**config.mk**
```make
export PLATFORM = sky130hd
export DESIGN_NAME = bus_and_core_freq_from_ratio
export DESIGN_NICKNAME = d
export VERILOG_FILES = /design/src/design/bcfr_pkg.sv /design/src/design/bus_and_core_freq_from_ratio.sv /design/src/design/bcfr_front.sv /design/src/design/bcfr_queue.sv /design/src/design/bcfr_back.sv
export SDC_FILE = /design/constraint.sdc
export NUM_CORES = 1
export LEC_CHECK = 0
export BUFFER_PORTS_ARGS = -buffer_cell sky130_fd_sc_hd__buf_2
export CORE_UTILIZATION = 60
export DETAILED_ROUTE_END_ITERATION = 16
export PLACE_DENSITY = 0.88
export SLEW_MARGIN = 20
export SYNTH_ARGS = -nofsm -noshare
export SYNTH_HDL_FRONTEND = slang
export SYNTH_SLANG_ARGS = --single-unit
```
**constraint.sdc**
```tcl
create_clock -name i_clk -period 16.1 [get_ports i_clk]
set_input_delay 1.61 -clock i_clk [delete_from_list [all_inputs] [get_ports i_clk]]
set_output_delay 1.61 -clock i_clk [all_outputs]
set_load 0.03 [all_outputs]
```
**src/design/bcfr_pkg.sv**
```systemverilog
// shared types and constants for the bus and core frequency block
`timescale 1ns / 1ps
package bcfr_pkg;
    localparam int unsigned TSC_W   = 38;
    localparam int unsigned CORE_W  = 43;
    localparam int unsigned DFLT_W  = 30;
    localparam int unsigned DIV_W   = 39;
    localparam int unsigned DEN_W   = 8;
    localparam int unsigned CNT_W   = 6;
    localparam logic [31:0] VENDOR_FIRST  = 32'h756E6547;
    localparam logic [31:0] VENDOR_SECOND = 32'h68747541;
    localparam logic [DFLT_W-1:0] DEFAULT_BUS_RST = 30'd100000000;

    typedef enum logic [2:0] {
        PATH_PLAT = 3'd0,
        PATH_PERF = 3'd1,
        PATH_OLD2 = 3'd2,
        PATH_NEW2 = 3'd3,
        PATH_NONE = 3'd4
    } t_path;

    typedef enum logic [1:0] {
        ST_IDLE,
        ST_DIV,
        ST_MUL,
        ST_DONE
    } t_state;

    // classified job handed from front to back
    typedef struct packed {
        t_path              path;
        logic [DIV_W-1:0]   num;
        logic [DEN_W-1:0]   den;
        logic               den_zero;
        logic [5:0]         cmul;
        logic               half;
        logic [TSC_W-1:0]   tsc;
    } t_job;
endpackage

```
**src/design/bus_and_core_freq_from_ratio.sv**
```systemverilog
// top level: bus and core frequency from processor ratio words
// Each beat passes through the back end in order: a load in the idle state, the
// bit-serial restoring divider (one quotient bit a cycle), then the core multiply
// and fallback choice into the output register. A two-entry queue lets the front
// accept new beats while the back is busy or its result waits on stall.
`timescale 1ns / 1ps
module bus_and_core_freq_from_ratio (
    input  logic                        i_clk,
    input  logic                        i_rst_n,
    input  logic                        i_cfg_we,
    input  logic [bcfr_pkg::DFLT_W-1:0] i_cfg_wdata,
    input  logic                        i_valid,
    output logic                        o_stall,
    input  logic [31:0]                 i_vendor_word,
    input  logic [31:0]                 i_signature,
    input  logic [bcfr_pkg::TSC_W-1:0]  i_tsc_hz,
    input  logic [63:0]                 i_ratio_status,
    input  logic [63:0]                 i_flex_status,
    output logic                        o_valid,
    input  logic                        i_stall,
    output logic [bcfr_pkg::TSC_W-1:0]  o_bus_hz,
    output logic [bcfr_pkg::CORE_W-1:0] o_core_hz,
    output logic [2:0]                  o_ratio_path,
    output logic                        o_default_used
);
    import bcfr_pkg::*;

    logic [DFLT_W-1:0] r_default_bus_hz;
    t_job front_job, q_job;
    logic q_full, q_empty, q_pop, push;

    always_ff @(posedge i_clk) begin
        if (!i_rst_n) begin
            r_default_bus_hz <= DEFAULT_BUS_RST;
        end else if (i_cfg_we) begin
            r_default_bus_hz <= i_cfg_wdata;
        end
    end

    assign o_stall = q_full;
    assign push    = i_valid && !q_full;

    bcfr_front u_front (
        .i_vendor_word (i_vendor_word),
        .i_signature   (i_signature),
        .i_tsc_hz      (i_tsc_hz),
        .i_ratio_status(i_ratio_status),
        .i_flex_status (i_flex_status),
        .o_job         (front_job)
    );

    bcfr_queue u_queue (
        .i_clk  (i_clk),
        .i_rst_n(i_rst_n),
        .i_push (push),
        .i_job  (front_job),
        .i_pop  (q_pop),
        .o_full (q_full),
        .o_empty(q_empty),
        .o_job  (q_job)
    );

    bcfr_back u_back (
        .i_clk           (i_clk),
        .i_rst_n         (i_rst_n),
        .i_default_bus_hz(r_default_bus_hz),
        .i_job_valid     (!q_empty),
        .i_job           (q_job),
        .o_job_pop       (q_pop),
        .o_valid         (o_valid),
        .i_stall         (i_stall),
        .o_bus_hz        (o_bus_hz),
        .o_core_hz       (o_core_hz),
        .o_ratio_path    (o_ratio_path),
        .o_default_used  (o_default_used)
    );

    a_no_pop_empty: assert property (@(posedge i_clk) disable iff (!i_rst_n)
        q_pop |-> !q_empty) else $error("pop from empty queue");
    a_path_range: assert property (@(posedge i_clk) disable iff (!i_rst_n)
        o_valid |-> o_ratio_path <= 3'd4) else $error("bad ratio path");
    a_dflt_bus: assert property (@(posedge i_clk) disable iff (!i_rst_n)
        (o_valid && !o_default_used) |-> o_bus_hz != '0) else $error("zero bus not defaulted");
endmodule

```
**src/design/bcfr_front.sv**
```systemverilog
// front end: decode vendor and signature, pick the ratio rule, form the division
`timescale 1ns / 1ps
module bcfr_front (
    input  logic [31:0]               i_vendor_word,
    input  logic [31:0]               i_signature,
    input  logic [bcfr_pkg::TSC_W-1:0] i_tsc_hz,
    input  logic [63:0]               i_ratio_status,
    input  logic [63:0]               i_flex_status,
    output bcfr_pkg::t_job            o_job
);
    import bcfr_pkg::*;

    logic [7:0] model;
    logic [3:0] family;
    logic [7:0] extfam;
    logic [7:0] cc8;
    logic [4:0] cc5;
    logic [4:0] mc5;
    logic [6:0] amd_r;
    logic       first_v;

    always_comb begin
        model   = {i_signature[19:16], i_signature[7:4]};
        family  = i_signature[11:8];
        extfam  = i_signature[27:20];
        first_v = (i_vendor_word == VENDOR_FIRST);
        cc8     = i_ratio_status[15:8];
        if (i_flex_status[16] && (cc8 > i_flex_status[15:8])) begin
            cc8 = i_flex_status[15:8];
        end
        cc5 = i_ratio_status[12:8];
        mc5 = ((family == 4'h6 && model >= 8'h0e) || family == 4'hf)
            ? i_ratio_status[44:40] : cc5;
        if (extfam == 8'd0) begin
            amd_r = {2'b00, i_ratio_status[5:1]} + 7'd4;
        end else begin
            amd_r = {1'b0, i_ratio_status[5:0]} + ((extfam == 8'd1) ? 7'h10 : 7'h08);
        end

        o_job          = '0;
        o_job.tsc      = i_tsc_hz;
        o_job.path     = PATH_NONE;
        o_job.num      = {1'b0, i_tsc_hz};
        o_job.den_zero = 1'b1;
        if (first_v && ((family == 4'h6 && model >= 8'h0c) ||
                        (family == 4'hf && model >= 8'h03))) begin
            if (family == 4'h6 && (model == 8'h1a || model == 8'h1e)) begin
                o_job.path     = PATH_PLAT;
                o_job.den      = cc8;
                o_job.den_zero = (cc8 == 8'd0);
            end else begin
                o_job.path     = PATH_PERF;
                o_job.den_zero = (mc5 == 5'd0);
                o_job.cmul     = i_ratio_status[14] ? {cc5, 1'b1} : {1'b0, cc5};
                o_job.half     = i_ratio_status[14];
                if (i_ratio_status[46]) begin
                    o_job.num = {i_tsc_hz, 1'b0};
                    o_job.den = {2'b00, mc5, 1'b1};
                end else begin
                    o_job.den = {3'b000, mc5};
                end
            end
        end else if (i_vendor_word == VENDOR_SECOND && family == 4'hf) begin
            o_job.path     = (extfam == 8'd0) ? PATH_OLD2 : PATH_NEW2;
            o_job.den      = {1'b0, amd_r};
            o_job.den_zero = 1'b0;
        end
    end
endmodule

```
**src/design/bcfr_queue.sv**
```systemverilog
// two-entry job queue between front and back
`timescale 1ns / 1ps
module bcfr_queue (
    input  logic           i_clk,
    input  logic           i_rst_n,
    input  logic           i_push,
    input  bcfr_pkg::t_job i_job,
    input  logic           i_pop,
    output logic           o_full,
    output logic           o_empty,
    output bcfr_pkg::t_job o_job
);
    import bcfr_pkg::*;

    t_job       r_mem [2];
    logic       r_wp, r_rp;
    logic [1:0] r_cnt;

    assign o_full  = (r_cnt == 2'd2);
    assign o_empty = (r_cnt == 2'd0);
    assign o_job   = r_mem[r_rp];

    always_ff @(posedge i_clk) begin
        if (i_push) begin
            r_mem[r_wp] <= i_job;
        end
    end

    always_ff @(posedge i_clk) begin
        if (!i_rst_n) begin
            r_wp  <= 1'b0;
            r_rp  <= 1'b0;
            r_cnt <= 2'd0;
        end else begin
            if (i_push) begin
                r_wp <= ~r_wp;
            end
            if (i_pop) begin
                r_rp <= ~r_rp;
            end
            r_cnt <= r_cnt + {1'b0, i_push} - {1'b0, i_pop};
        end
    end
endmodule

```
**src/design/bcfr_back.sv**
```systemverilog
// back end: serial divider, core multiply and fallback, with output register
`timescale 1ns / 1ps
module bcfr_back (
    input  logic                        i_clk,
    input  logic                        i_rst_n,
    input  logic [bcfr_pkg::DFLT_W-1:0] i_default_bus_hz,
    input  logic                        i_job_valid,
    input  bcfr_pkg::t_job              i_job,
    output logic                        o_job_pop,
    output logic                        o_valid,
    input  logic                        i_stall,
    output logic [bcfr_pkg::TSC_W-1:0]  o_bus_hz,
    output logic [bcfr_pkg::CORE_W-1:0] o_core_hz,
    output logic [2:0]                  o_ratio_path,
    output logic                        o_default_used
);
    import bcfr_pkg::*;

    t_state             r_state, n_state;
    t_job               r_job;
    logic [DIV_W-1:0]   r_quo;
    logic [DEN_W-1:0]   r_rem;
    logic [CNT_W-1:0]   r_cnt;
    logic [DEN_W:0]     trial;
    logic [DEN_W:0]     diff;
    logic [TSC_W+5:0]   prod;
    logic [TSC_W-1:0]   bus;

    // one quotient bit a cycle, restoring
    assign trial = {r_rem, r_job.num[DIV_W-1]};
    assign diff  = trial - {1'b0, r_job.den};
    assign bus   = r_quo[TSC_W-1:0];
    assign o_job_pop = (r_state == ST_IDLE) && i_job_valid;

    always_comb begin
        n_state = r_state;
        case (r_state)
            ST_IDLE: if (i_job_valid) n_state = ST_DIV;
            ST_DIV:  if (r_cnt == CNT_W'(DIV_W - 1)) n_state = ST_MUL;
            ST_MUL:  if (!o_valid || !i_stall) n_state = ST_IDLE;
            default: n_state = ST_IDLE;
        endcase
    end

    always_ff @(posedge i_clk) begin
        if (!i_rst_n) begin
            r_state <= ST_IDLE;
            o_valid <= 1'b0;
            r_cnt   <= '0;
        end else begin
            r_state <= n_state;
            if (r_state == ST_MUL && (!o_valid || !i_stall)) begin
                o_valid <= 1'b1;
            end else if (!i_stall) begin
                o_valid <= 1'b0;
            end
            if (r_state == ST_DIV) begin
                r_cnt <= r_cnt + CNT_W'(1);
            end else begin
                r_cnt <= '0;
            end
        end
    end

    always_ff @(posedge i_clk) begin
        case (r_state)
            ST_IDLE: begin
                r_job <= i_job;
                r_rem <= '0;
                r_quo <= '0;
            end
            ST_DIV: begin
                if (!diff[DEN_W]) begin
                    r_rem <= diff[DEN_W-1:0];
                    r_quo <= {r_quo[DIV_W-2:0], 1'b1};
                end else begin
                    r_rem <= trial[DEN_W-1:0];
                    r_quo <= {r_quo[DIV_W-2:0], 1'b0};
                end
                r_job.num <= {r_job.num[DIV_W-2:0], 1'b0};
            end
            default: ;
        endcase
    end

    assign prod = bus * r_job.cmul;

    always_ff @(posedge i_clk) begin
        if (r_state == ST_MUL && (!o_valid || !i_stall)) begin
            o_ratio_path <= r_job.path;
            if (r_job.den_zero || bus == '0) begin
                o_bus_hz       <= {8'd0, i_default_bus_hz};
                o_core_hz      <= {5'd0, r_job.tsc};
                o_default_used <= 1'b1;
            end else begin
                o_bus_hz       <= bus;
                o_default_used <= 1'b0;
                if (r_job.path == PATH_PERF) begin
                    o_core_hz <= r_job.half ? prod[CORE_W:1] : prod[CORE_W-1:0];
                end else begin
                    o_core_hz <= {5'd0, r_job.tsc};
                end
            end
        end
    end
endmodule
```
==> out/metrics.cfg, run 1 <==
[run_status]
outcome = finished, final reports clean

[clocking]
cts_setup_buffers = 0
cts.sinks = 463
worstSkewPairLatency_ns = 0.60
cts-root-buf = clkbuf_16
cts_tree = built
clk_pin_slew_ns = 0.07
clock_path_buffers = 3
cts_hold_buf = 0
post_cts_resized = 0
htreeDepth = 2
cts-buffers-inserted = 45

[yosys]
yosysUniqueCellTypes = 80
synth_ff_type = edfxtp_1
synth_fp_nets = 2701
ys_top_cells_by_area = edfxtp_1, fa_1, and2_1
yosys-top-cells-count = edfxtp_1, and2_1, inv_1
synth.top_cell.area_share_pct = 46.9
yosysSeqAreaShare_pct = 50.1
synth_edf_count = 419
synth_top_cell_by_area = edfxtp_1
ys_ff_latch = 463
synthArstFlopShare_pct = 0
syn_inst = 2214
synthMostInstantiatedCell = edfxtp_1
ys_warn_count = 0
postSynthAreaPerCell_um2 = 12.1
synthesis.area_um2 = 26800

[sta]
slew_violations = 0
finalSetupViolations = 0
fmax_ghz = 0.178
final_hold_viol_count = 0
relSlewSlack_pct = 24.4
min_period_ns = 5.63
finalCritPeriodShare_pct = 35.0
grt_setup_unrepaired = false
tightestPinTransition_ns = 1.13
skew_ns = 0.0381
fin_setup_tns_ns = 0

[route]
ant_nets = 0
first_pass_iters = 5
routedWlPerCell_um = 20.0
wirelength_um = 60900
drt_iter0_drc = 1283
vias = 17700
drc = 0
vias_per_cell = 5.82

[floorplanning]
row_count = 77
num_io_pins = 352
start_util_pct = 60.7
dieArea_um2 = 45600
die_w_um = 214
die_h_um = 214
core_um2 = 44200

[final_layout]
fillers = 3083
area_growth_pct = 11.7
multiInputGateArea_um2 = 12200
drive_gt1_share_pct = 19.4
fin_cells = 3046
final-seq-area_um2 = 13500
nNetsFinal = 2903

[critical_path]
cp_max_fo = 24
cp-start-kind = flip-flop
cp.arrival_ns = 5.99
crit_type = flip-flop to flip-flop
required_ns = 16.45
cp-end-kind = flip-flop

[placement]
dp_hpwl_um = 42400
gp_congestion = 0.924
port_buffers = 240
placedCellCount = 2956

[global_route]
grt_pass1_wl_um = 95200
antenna_found_initial = 2
grt_max_degree = 112
grt_pass1_vias = 18500
grt_usage_pct = 27.1
grt_overflow_total = 0

[power]
leakagePower_uw = 0.0127
p_per_area_nw_per_um2 = 109
worst_ir_drop_vdd_v = 0.0000792

[worst_hold_path]
hp-class = flip-flop to flip-flop

[flow_run]
drv_cap = 0

[worst paths after layout]
check,start,end,slack (ns),depth (start not counted)
max reg2reg,u_back.r_job[39],u_back.o_core_hz[41],10.47,17
min reg2reg,r_default_bus_hz[18],r_default_bus_hz[18],0.47,2
min,r_default_bus_hz[18],r_default_bus_hz[18],0.47,2
max,u_back.r_job[39],u_back.o_core_hz[41],10.47,17
[cells by family (layout without fill, tap and decap cells)]
kind of cell / Yosys count / after routing / synth area share [%]
AO/OA/AOI/OAI: 275 / 275 / 6.52
XOR/XNOR: 49 / 49 / 1.60
adder cells (fa/ha/maj): 222 / 222 / 14.5
buffers and inverters: 327 / 566 / 4.73
flip-flops: 463 / 463 / 50.1
multiplexers: 247 / 247 / 10.1
other: 0 / 1 / 0
AND/OR/NAND/NOR: 631 / 631 / 12.5
[per-stage QoR]
stage	instance area (um^2)	power (uW)	hold slack (ns)	worst slack [ns]	util, %
global placement	28500	2210	0.440	10.28	64.5
finish	30000	3260	0.472	10.47	67.8
detailed placement	28500	2250	0.458	10.22	64.5
CTS	29900	3250	0.475	10.19	67.6
global route	30000	3390	0.508	10.15	67.8
floorplan	26800	2070	0.430	9.80	-
[placed cells by master, fill, tap and decap left out, drive strengths merged, types with 6 or more instances in the layout]
master and instances:
a211oi 12, a21o 33, a21oi 63, a31oi 11
and2 235, and3 6, buf 257, clkbuf 55
clkinv 20, dfxtp 44, edfxtp 419, fa 147
ha 75, inv 228, mux2 127, mux2i 120
nand2 171, nand2b 7, nand3 16, nand4 17
nor2 88, nor2b 32, nor3 13, nor4 18
o211ai 6, o21a 8, o21ai 98, xnor2 26
xor2 23
[worst max-delay path, stage by stage, from the launching register on]
cell and delay, ns:
edfxtp_1 0.64, buf_8 0.28, and2_1 0.17, fa_1 0.52, fa_1 0.56, inv_1 0.05
fa_1 0.47, inv_1 0.05, ha_1 0.39, a21oi_1 0.23, o21ai_1 0.16, nor4_4 0.33
a21oi_2 0.18, a311oi_2 0.42, a31oi_1 0.20, a31oi_1 0.36, o32ai_1 0.15, a41o_1 0.22
[per-layer routing]
metal / global-route usage (%) / wire [um]
met4: 11.0 / 2230
met2: 47.3 / 31000
met3: 3.90 / 3440
met1: 34.0 / 24200
met5: 0 / 0
[area by class of cell]
type,count,share of cell area (%)
multi-input cells,1424,40.6
repair buffers,257,4.55
inverters,225,2.82
flip-flops and latches,463,44.9
clock inverters,29,0.767
diodes,1,0.00834
well taps,592,2.47
clock buffers,55,3.95
[sequential cells by signal (all words and copies together) (netlist names), 3 cells and up, named ones only]
name,count
u_back.o_core_hz,43
u_back.r_cnt,6
r_default_bus_hz,30
u_back.r_rem,8
u_back.r_quo,38
u_queue.r_mem,192
u_back.o_bus_hz,38
u_back.o_ratio_path,3
u_back.r_job,96
[report_power, final]
part	switching (uW)	internal (uW)	leakage [uW]
clock network	451	548	0.000677
registers	99.4	1560	0.00453
logic	372	231	0.00752
total	922	2340	0.0127
Power figures use the tool's default switching activity.
==> run 2, diff against run 1 <==
Settings changed: ABC_AREA set to 1, CORE_UTILIZATION 60 to 54, PLACE_DENSITY 0.88 to 0.84.
Clock period 16.1 ns to 4.65 ns, I/O delays scaled along.
==> run 2 against run 1 <==
Against the previous run: sequential share of layout area is 1.8 points lower; synthesized cell count is 47% higher; setup slack worse by 10 ns; design area is 4.2% higher; first-iteration DRC count is 42% higher; register-to-register slack worse by 10 ns; power grew to 5.4 times the previous value; via count is 23% higher; combinational power grew to 13 times the previous value; critical endpoint is now u_back.o_core_hz[18]; largest cell class unchanged; highest routed layer is now met5.
==> out/metrics.cfg, run 2 <==
[sta]
relSlewSlack_pct = 23.1  ; -1.4 points
setup_slack_ns = 0.221  ; -10.25 ns
finalSetupViolations = 0  ; unchanged
grt_setup_unrepaired = false
tightestPinTransition_ns = 1.15  ; +0.0207 ns
slew_violations = 0  ; unchanged
finalCritPeriodShare_pct = 95.3  ; +60 points
final_hold_viol_count = 0  ; unchanged
skew_ns = 0.0382  ; +0.000126 ns
fin_setup_tns_ns = 0  ; unchanged
fmax_ghz = 0.226  ; +27%
min_period_ns = 4.43  ; -1.20 ns

[final_layout]
largest_register_ffs = 192  ; unchanged
layout_commonest_cell = nand2_1
final_cell_mix = nand2_1, inv_1, edfxtp_1, nor2_1, buf_2
final_area_um2 = 31300  ; +4.2%
area_growth_pct = 11.8  ; about the same
drive_gt1_share_pct = 10.6  ; -8.9 points
fin_cells = 4158  ; +37%
top_register = u_queue.r_mem
top_regs = u_queue.r_mem: 192 flops, u_back.r_job: 96 flops, u_back.o_core_hz: 43 flops
nNetsFinal = 3932  ; +35%

[yosys]
synth_edf_count = 419  ; unchanged
synth_fp_nets = 3735  ; +38%
synthMostInstantiatedCell = nand2_1
ys_ff_latch = 463  ; unchanged
yosys-top-cells-count = nand2_1, inv_1, edfxtp_1
syn_inst = 3248  ; +47%
ys_top_cells_by_area = edfxtp_1, nand2_1, fa_1
synth.top_cell.area_share_pct = 45.0  ; -1.9 points
synth_ff_type = edfxtp_1
postSynthAreaPerCell_um2 = 8.61  ; -29%
yosysSeqAreaShare_pct = 48.1  ; -2.0 points
synthArstFlopShare_pct = 0  ; unchanged
ys_warn_count = 0  ; unchanged
synthesis.area_um2 = 28000  ; +4.2%
synth_top_cell_by_area = edfxtp_1
yosysUniqueCellTypes = 44  ; -45%

[critical_path]
crit_type = flip-flop to flip-flop
cp-start-kind = flip-flop
rr_endpoint = u_back.o_core_hz[18]
setup.worst_path.start = u_back.r_job[39]
cp_max_fo = 38  ; +58%
r2r_slack_ns = 0.22  ; -10.25 ns
cp-end-kind = flip-flop
timing.critical_path.mode_cell = nand2_1
required_ns = 5.08  ; -11.37 ns
path_cells = buf_12 > nand2_1 > inv_1 > fa_1 > inv_1 > fa_1 > fa_1 > inv_1 > ha_1 > nand3_1 > nand3_1 > nand2_1 > nand2_1 > nand2_1 > nand2_1 > xor2_1 > o21ai_0 > o21ai_1
cp.arrival_ns = 4.86  ; -1.13 ns
r2r-start = u_back.r_job[39]
critical_path.max_stage_delay_ns = 0.54  ; -0.10 ns
r2r_cells = 18  ; +1
cp-endpoint = u_back.o_core_hz[18]
cp_slowest_cell = fa_1

[floorplanning]
die_w_um = 230  ; +7.5%
row_count = 83  ; +7.8%
num_io_pins = 352  ; unchanged
die_h_um = 230  ; +7.5%
dieArea_um2 = 52700  ; +16%
start_util_pct = 54.6  ; -6.1 points
core_um2 = 51200  ; +16%

[clocking]
cts_tree = built
cts-buffers-inserted = 45  ; unchanged
cts.sinks = 463  ; unchanged
htreeDepth = 2  ; unchanged
clock_path_buffers = 3  ; unchanged
cts-root-buf = clkbuf_16
cts_hold_buf = 0  ; unchanged
cts_setup_buffers = 0  ; unchanged
clk_pin_slew_ns = 0.06  ; about the same
worstSkewPairLatency_ns = 0.61  ; about the same

[route]
drc = 0  ; unchanged
routedWlPerCell_um = 16.1  ; -19%
ant_nets = 0  ; unchanged
drt_iter0_drc = 1817  ; +42%
vias_per_cell = 5.25  ; -9.7%
wirelength_um = 66900  ; +9.9%
first_pass_iters = 6  ; +1
vias = 21800  ; +23%

[placement]
dpl-instance-area_um2 = 29800  ; +4.6%
placedCellCount = 4078  ; +38%
gp_congestion = 0.968  ; +4.8%
dp_hpwl_um = 48400  ; +14%
port_buffers = 240  ; unchanged
post-place-ws_ns = 0.233  ; -9.99 ns

[flow_run]
drv_cap = 0  ; unchanged

[power]
power_uw = 17600  ; +440%
leakagePower_uw = 0.0158  ; +24%
worst_ir_drop_vdd_v = 0.000357  ; +350%
p_per_area_nw_per_um2 = 565  ; +420%

[run_status]
outcome = finished, final reports clean

[global_route]
grt_overflow_total = 0  ; unchanged
grt_usage_pct = 25.9  ; -1.2 points
grt_pass1_wl_um = 109000  ; +14%
antenna_found_initial = 3  ; +1
grt_pass1_vias = 21900  ; +19%
grt_max_degree = 98  ; -13%

[worst_hold_path]
hp-class = input port to flip-flop

==> run 2: repair_timing <==
item                       4_1_cts  5_1_grt
setup endpoints to repair        0       11
gates resized for setup          0       10
hold endpoints to repair         0        0
==> run 2: critical path, delay by kind of cell, from the launching register on <==
| family | cells | cell delay [ns] |
|---|---|---|
| AO/OA/AOI/OAI | 2 | 0.38 |
| buffers and inverters | 4 | 0.36 |
| flip-flops | 1 | 0.42 |
| AND/OR/NAND/NOR | 7 | 0.86 |
| XOR/XNOR | 1 | 0.37 |
| adder cells (fa/ha/maj) | 4 | 1.89 |
==> run 2: cell type report <==
| cell class | count | area [um^2] |
|---|---|---|
| antenna | 1 | 2.50 |
| clock buffer | 52 | 1160 |
| clock inverter | 27 | 233 |
| fill | 4149 | 19900 |
| inverter | 633 | 2380 |
| multi-input combinational | 2039 | 11700 |
| sequential | 463 | 13500 |
| tap | 680 | 851 |
| timing repair buffer | 263 | 1470 |
==> run 2: worst min-delay path by stage <==
stage / startpoint / endpoint / slack, ns / depth (start not counted)
after floorplan: u_queue.r_rp / flip-flop / 0.43 / 1
after global placement: u_queue.r_rp / flip-flop / 0.43 / 1
after detailed placement: r_default_bus_hz[15] / r_default_bus_hz[15] / 0.45 / 2
after CTS: i_tsc_hz[37] / u_queue.r_mem[1][37] / 0.05 / 1
after global routing: i_tsc_hz[37] / u_queue.r_mem[0][37] / 0.06 / 1
final: i_tsc_hz[37] / u_queue.r_mem[1][37] / 0.07 / 1
==> run 2: per-stage QoR <==
step,hold WS (ns),utilization [%]
final,0.0676,61.1
after global routing,0.0584,61.1
after CTS,0.0461,61.0
after detailed placement,0.446,58.2
after global placement,0.433,58.2
after floorplan,0.425,-
==> run 2: cells by family (layout without fill, tap and decap cells) <==
family / after synthesis / in the layout / share of synthesized area [%]
flops: 463 / 463 / 48.1
simple gates: 1510 / 1510 / 21.5
mux: 2 / 2 / 0.0716
other cells: 0 / 1 / 0
buf+inv: 746 / 975 / 10.3
compound gates: 278 / 278 / 5.24
fa+ha+maj: 222 / 222 / 13.9
xor+xnor: 27 / 27 / 0.845
==> run 2: metal layers <==
| layer | global-route usage (%) | wire length, um | vias to the layer above |
|---|---|---|---|
| li1 | - | - | 10500 |
| met1 | 31.5 | 25800 | 10300 |
| met2 | 46.9 | 34700 | 850 |
| met3 | 3.26 | 4140 | 160 |
| met4 | 9.54 | 2220 | 4 |
| met5 | 0 | 27 | - |
==> run 2: where the power goes <==
group / switching (uW) / internal (uW)
Sequential: 560 / 5940
Clock: 1540 / 1920
Combinational: 5230 / 2470
Total: 7330 / 10300
